## config.mk

```make
export PLATFORM = sky130hd
export DESIGN_NAME = txcw_ctrl
export DESIGN_NICKNAME = d
export VERILOG_FILES = /design/src/sv/txcw_pkg.sv /design/src/sv/txcw_ctrl.sv
export SDC_FILE = /design/constraint.sdc
export NUM_CORES = 1
export LEC_CHECK = 0
export BUFFER_PORTS_ARGS = -buffer_cell sky130_fd_sc_hd__buf_2
export CORE_AREA = 2 2 39 41
export CTS_BUF_LIST = sky130_fd_sc_hd__clkbuf_8
export DETAILED_ROUTE_END_ITERATION = 10
export DIE_AREA = 0 0 41 43
export PLACE_DENSITY = 0.45
export SYNTH_ARGS = -nofsm -noshare
export SYNTH_HDL_FRONTEND = slang
export SYNTH_SLANG_ARGS = --single-unit
```

## constraint.sdc

```tcl
create_clock -name clock -period 1.6 [get_ports clock]
set_input_delay 0.16 -clock clock [delete_from_list [all_inputs] [get_ports clock]]
set_output_delay 0.16 -clock clock [all_outputs]
set_load 0.005 [all_outputs]
```

## src/sv/txcw_pkg.sv

```systemverilog
// Shared constants, types and helper functions of the text console writer.
package txcw_pkg;

   localparam int COLUMNS = 80;
   localparam int ROWS = 24;
   localparam int CELLS = ROWS * COLUMNS;

   localparam int ADDR_W = $clog2(CELLS);
   localparam int ROW_W = $clog2(ROWS);
   localparam int COL_W = $clog2(COLUMNS);

   localparam logic [ROW_W:0] ROW_LIM = ROWS[ROW_W:0];
   localparam logic [ADDR_W-1:0] COLS_ADDR = COLUMNS[ADDR_W-1:0];
   localparam logic [ADDR_W-1:0] LAST_CELL = ADDR_W'(CELLS - 1);
   localparam logic [ROW_W-1:0] LAST_ROW = ROW_W'(ROWS - 1);
   localparam logic [COL_W-1:0] LAST_COL = COL_W'(COLUMNS - 1);

   localparam logic [7:0] NEWLINE_CODE = 8'd10;
   localparam logic [7:0] SPACE_CODE = 8'd32;
   localparam logic [7:0] RESET_ATTR = 8'h07;
   localparam logic [15:0] BLANK_CELL = {RESET_ATTR, SPACE_CODE};

   localparam logic OP_PUT = 1'b0;
   localparam logic OP_READ = 1'b1;

   typedef struct packed {
      logic clr_step;
      logic load;
      logic exec;
      logic blank_step;
   } ctrl_cmd_type;

   typedef struct packed {
      logic clr_last;
      logic blank_last;
      logic scroll;
   } dp_stat_type;

   function automatic logic [4:0] to_rsp_row(input logic [ROW_W-1:0] r);
      logic [ROW_W+4:0] w;
      w = {5'd0, r};
      return w[4:0];
   endfunction

   function automatic logic [6:0] to_rsp_col(input logic [COL_W-1:0] c);
      logic [COL_W+6:0] w;
      w = {7'd0, c};
      return w[6:0];
   endfunction

   function automatic logic [ROW_W-1:0] from_req_row(input logic [4:0] r);
      logic [ROW_W+4:0] w;
      w = {{ROW_W{1'b0}}, r};
      return w[ROW_W-1:0];
   endfunction

   function automatic logic [COL_W-1:0] from_req_col(input logic [6:0] c);
      logic [COL_W+6:0] w;
      w = {{COL_W{1'b0}}, c};
      return w[COL_W-1:0];
   endfunction

endpackage

```

## src/sv/txcw_ctrl.sv

```systemverilog
// Controller state machine: clearing sweep, item execution and row blanking.
module txcw_ctrl
   import txcw_pkg::*;
(
   input  logic         clock,
   input  logic         reset,
   input  logic         start,
   output logic         busy,
   output logic         rsp_valid,
   input  dp_stat_type  stat,
   output ctrl_cmd_type cmd
);

   typedef enum logic [1:0] {
      S_CLEAR,
      S_IDLE,
      S_EXEC,
      S_BLANK
   } state_type;

   state_type state_ff;
   logic      busy_ff;
   logic      rsp_valid_ff;

   always_comb begin
      cmd            = '0;
      cmd.clr_step   = (state_ff == S_CLEAR);
      cmd.load       = (state_ff == S_IDLE) && start && !busy_ff;
      cmd.exec       = (state_ff == S_EXEC);
      cmd.blank_step = (state_ff == S_BLANK);
   end

   always_ff @(posedge clock) begin
      if (reset) begin
         state_ff     <= S_CLEAR;
         busy_ff      <= 1'b1;
         rsp_valid_ff <= 1'b0;
      end else begin
         rsp_valid_ff <= (state_ff == S_EXEC);
         unique case (state_ff)
            S_CLEAR: begin
               if (stat.clr_last) begin
                  state_ff <= S_IDLE;
                  busy_ff  <= 1'b0;
               end
            end
            S_IDLE: begin
               if (start) begin
                  state_ff <= S_EXEC;
                  busy_ff  <= 1'b1;
               end
            end
            S_EXEC: begin
               if (stat.scroll) begin
                  state_ff <= S_BLANK;
               end else begin
                  state_ff <= S_IDLE;
                  busy_ff  <= 1'b0;
               end
            end
            S_BLANK: begin
               if (stat.blank_last) begin
                  state_ff <= S_IDLE;
                  busy_ff  <= 1'b0;
               end
            end
            default: begin
               state_ff <= S_IDLE;
               busy_ff  <= 1'b0;
            end
         endcase
      end
   end

   assign busy      = busy_ff;
   assign rsp_valid = rsp_valid_ff;

`ifndef ASSERT_OFF
   a_strobe_after_exec: assert property (@(posedge clock) disable iff (reset)
      rsp_valid_ff |-> $past(state_ff == S_EXEC))
      else $error("result beat without an execute cycle");
   a_single_strobe: assert property (@(posedge clock) disable iff (reset)
      rsp_valid_ff |=> !rsp_valid_ff)
      else $error("result beat lasted more than one cycle");
`endif

endmodule

```

* Yosys cells after proc, flatten, opt, wreduce, memory -nomap -nowiden
Cells that the tools add are included.
Storage, ports and cells: output and inout bits 6, bits in registers 4, bits in latches 0, input port bits 6, memories 0, ROM bits 0, word-level logic and storage cells 26, RAM bits 0
Cells by class: muxes and demuxes 10, eq/ne operators 7, multipliers 0, order comparisons 0, reduce and logical (&&, ||, !) cells 6, add/sub/neg operators 0, div/mod/pow operators 0, shifts and indexed selects 0, bitwise operators 0
Operators with widths (number):
- 2-to-1 mux 2 bit | 4
- inequality test 2 bit, second input constant | 4
- one-hot mux 2 bit (4 select lines) | 1
- equality test 2 bit, second input constant | 2
- 2-to-1 mux 1 bit | 4
- one-hot mux 1 bit (4 select lines) | 1
- AND reduction 4 bit | 1
- AND reduction 3 bit | 1
- equality test 2 x 1 -> 1 bit, second input constant | 1
- logical AND 1 bit | 2
- logical NOT 2 bit | 1
- logical NOT 1 bit | 1

* Logic depth before layout (Yosys ltp)
depth in word-level cells 3, mapped depth 5

* Worst setup path after synthesis
Ideal clock, no wire load.
path type flip-flop to flip-flop, start point reg state_ff[0], end point reg busy_ff (netlist: busy), setup time 122 ps, arrival 1168 ps, path buffers 0, period minus slack after synthesis 1290 ps, stages on the path, launching flop included 6, setup slack 310 ps, required time 1478 ps, cells stage by stage dfxtp_1 inv_1 ha_1 nand2_1 a41oi_1 a311o_1
RTL lines:
- from (decl) | line txcw_ctrl.sv:21 | state_type state_ff;
- from (signal assigned) | line txcw_ctrl.sv:35 | state_ff <= S_CLEAR;
- from (signal assigned) | line txcw_ctrl.sv:43 | state_ff <= S_IDLE;
- from (signal assigned) | line txcw_ctrl.sv:49 | state_ff <= S_EXEC;
- to (signal assigned) | line txcw_ctrl.sv:36 | busy_ff <= 1'b1;
- to (signal assigned) | line txcw_ctrl.sv:44 | busy_ff <= 1'b0;
- to (signal assigned) | line txcw_ctrl.sv:50 | busy_ff <= 1'b1;
- to (decl) | line txcw_ctrl.sv:22 | logic busy_ff;

* Final worst setup path
start point reg state_ff[1], end point reg busy_ff (netlist: busy)
On the way: longest elaborated chain between the ends 3, elaborated cells between the ends (all ways) 10, those cells by class 7 x eq/ne; 1 x mux; 2 x reduce/logical
RTL lines:
- equality test 2 bit, or another cell as far along | line txcw_ctrl.sv:40 | unique case (state_ff)
- inequality test 2 bit (no line)
- AND reduction 4 bit (no line)
Parallel ways exist; a longest one is shown, timed or not. A chain may end at the register's enable or synchronous reset.

==> key figures <==
Yosys
  – Commonest cells post-synth: ha_1 (5), dfxtp_1 (4), nand2b_1 (4)
  – Cells after Synth: 27
  – Area leader, netlist: dfxtp_1
  – Most used DFF post-synth: dfxtp_1
  – Post-synth cell types: 15
  – Number of synthesized flops with an enable pin: 0
  – Cell area after synthesis: 263 µm²
  – Seq cells post-synth: 4
  – Synth top area cells: dfxtp_1 (30%), ha_1 (24%), nand2b_1 (9.5%), and3_4 (4.3%), inv_1 (4.3%)
  – Synth top area share: 30.5%
  – Post-synth ARST share: 0%
  – Post-synth net total: 38
  – YS warnings: 0
  – Syn Area/Cell: 9.73 µm²
  – Seq/Total Area, Yosys: 30.5%
  – Most common cell in the netlist: ha_1

Finish
  – Finished Layout Cells: 57
  – Share of layout cells above drive strength 1: 36.6%
  – Final core occ: 27.4%
  – Diodes inserted: 0
  – Area growth, synth to finish: 44.3%
  – Fill cell count: 158
  – Number of nets in the layout: 54

Timing
  – Crit path time final: 1.38 ns
  – Period utilization: 86.4%
  – Unrepaired setup endpoints after global routing: false
  – Setup Skew: 0.000177 ns
  – Tightest Pin Transition: 0.213 ns
  – Endpoints failing setup: 0
  – Setup TNS: 0 ns
  – Fmax: 0.723 GHz
  – Final count of pins violating max slew: 0
  – Hold WS: 0.169 ns
  – Slew margin rel.: 85.7%
  – Final Hold Vio Count: 0

CTS
  – Total CTS buffers: 3
  – CTS tree: built
  – Post-cts resize count: 0
  – Max clock buf depth: 2
  – H-tree levels: 1
  – Post-CTS Setup Inserts: 0
  – Hold buffers post-CTS: 0
  – Root buffer cell: clkbuf_8
  – Clk slew on worst S/H paths: 0.03 ns
  – Skew-Pair Late Insertion Delay: 0.21 ns
  – CTS sink cnt: 4

Routing
  – 1st-pass router iterations: 3
  – WL/cell: 9.42 µm
  – Vias: 234
  – DRC: 0
  – Starting DRT DRC Count: 8
  – WL final: 537 µm
  – Routed vias/inst: 4.11
  – Antenna Violating Nets Remaining: 0

Critical path
  – Crit path max-delay family: compound AO/OA/AOI/OAI gates
  – Reg-to-Reg Start: state_ff[1]
  – Worst setup SP type: flip-flop
  – Critical path required time: 1.70 ns
  – Crit Reg-Reg Endpoint: busy
  – Critical path cell sequence: inv_1 -> ha_1 -> nand2b_1 -> a41oi_1 -> a311o_1
  – CP Data Arrival Time: 1.48 ns
  – Crit end category: flip-flop
  – Buf/Inv on CP: 1
  – Crit-path max FO: 4
  – Crit path kind: reg2reg
  – Slowest cell on the critical path: dfxtp_1
  – FF-to-FF setup slack: 0.22 ns
  – CP peak stage delay: 0.37 ns
  – Worst R2R Path Depth: 5

Global route
  – GRT Total Usage: 7.73%
  – Wire length of the first global-routing pass: 897 µm
  – Vias in the first global route: 234
  – Largest net degree at the start of global routing: 6
  – Gr ovfl total: 0
  – Antenna violations before repair: 0

Power and ir drop
  – Sw frac: 24.9%
  – Net Switching: 0.107 mW
  – Seq pwr share: 28.6%
  – Peak supply drop: 0.483 mV
  – Combinational power share: 22.7%
  – Pint: 0.324 mW
  – PD cells: 1140 mW/mm²
  – Clock share of power: 48.7%
  – P_leak: 0.187 nW

Hold path
  – WHS Endpoint: rsp_valid
  – Hold Path Class: in2reg
  – Worst hold stages: 2
  – Source of the worst hold timing path: reset

Floorplanning
  – Die span in x: 41 µm
  – Die ar.: 0.00176 mm²
  – Row count: 14
  – Core Box Area: 0.00138 mm²
  – Initial Utilization: 19.0%
  – DIE HEIGHT: 43 µm
  – # IOs: 12

Outcome
  – Status: finished clean

Place
  – GPL Wtd Cong: 0.666
  – Placed Cells: 54
  – PortBufs: 11

Job
  – MaxCap Viol Count: 0
-- per-stage QoR --
stage	power [mW]	worst slack, ns	cell area [µm²]
after global routing	0.466	0.102	379
after CTS	0.438	0.212	379
after detailed placement	0.225	0.209	338
final	0.432	0.217	379
after global placement	0.225	0.212	338
after floorplan	0.189	0.310	263
-- sequential cells by signal, summed over array words and instances, names as in the netlist --
| signal | cells |
|---|---|
| state_ff | 2 |
| busy | 1 |
| rsp_valid | 1 |
-- worst max path at each step --
stage,start,end,slack (ns),depth (start not counted)
floorplan,state_ff[0],busy,0.31,5
global placement,state_ff[0],busy,0.21,5
detailed placement,state_ff[1],busy,0.21,5
CTS,state_ff[1],busy,0.21,5
global route,state_ff[1],busy,0.10,5
finish,state_ff[1],busy,0.22,5
-- power groups by stage --
stage | sequential [mW] | combinational, mW | clock, mW
2_1_floorplan | 0.124 | 0.0656 | 0
3_3_place_gp | 0.124 | 0.101 | 0
3_5_place_dp | 0.125 | 0.100 | 0
4_1_cts | 0.124 | 0.100 | 0.213
5_1_grt | 0.126 | 0.113 | 0.227
6_report | 0.124 | 0.0980 | 0.210
-- placed cells by master, fill, tap and decap left out, drive strengths merged --
cell and instances:
a311o 1, nor2b 1, nand2b 4, a31oi 1
a211oi 1, and3 2, dfxtp 4, inv 3
ha 5, clkbuf 3, buf 11, a21oi 1
mux2i 1, nand2 1, or3b 1, a41oi 1
-- layout make-up --
cell class              instances  area (µm²)  share of cell area [%]
flip-flops and latches          4        80.1                    21.1
well taps                      16        20.0                    5.28
repair buffers                 11        55.1                    14.5
multi-input cells              20         171                    45.2
clock buffers                   3        41.3                    10.9
inverters                       3        11.3                    2.97
-- kinds of logic after synthesis --
| kind of cell | synth area share [%] |
|---|---|
| and+or+nand+nor | 23.3 |
| AOI/OAI and AO/OA | 14.3 |
| adders and majority gates | 23.8 |
| DFF | 30.5 |
| buffers and inverters | 4.29 |
| muxes | 3.81 |
-- per-layer routing --
layer	routed length, µm	GRT usage [%]	up-vias
li1	-	-	122
met1	220	9.32	105
met2	266	10.3	7
met3	50	6.28	0
met4	0	2.00	0
met5	0	0	-
Note: power is estimated with default switching activity, not from simulation.
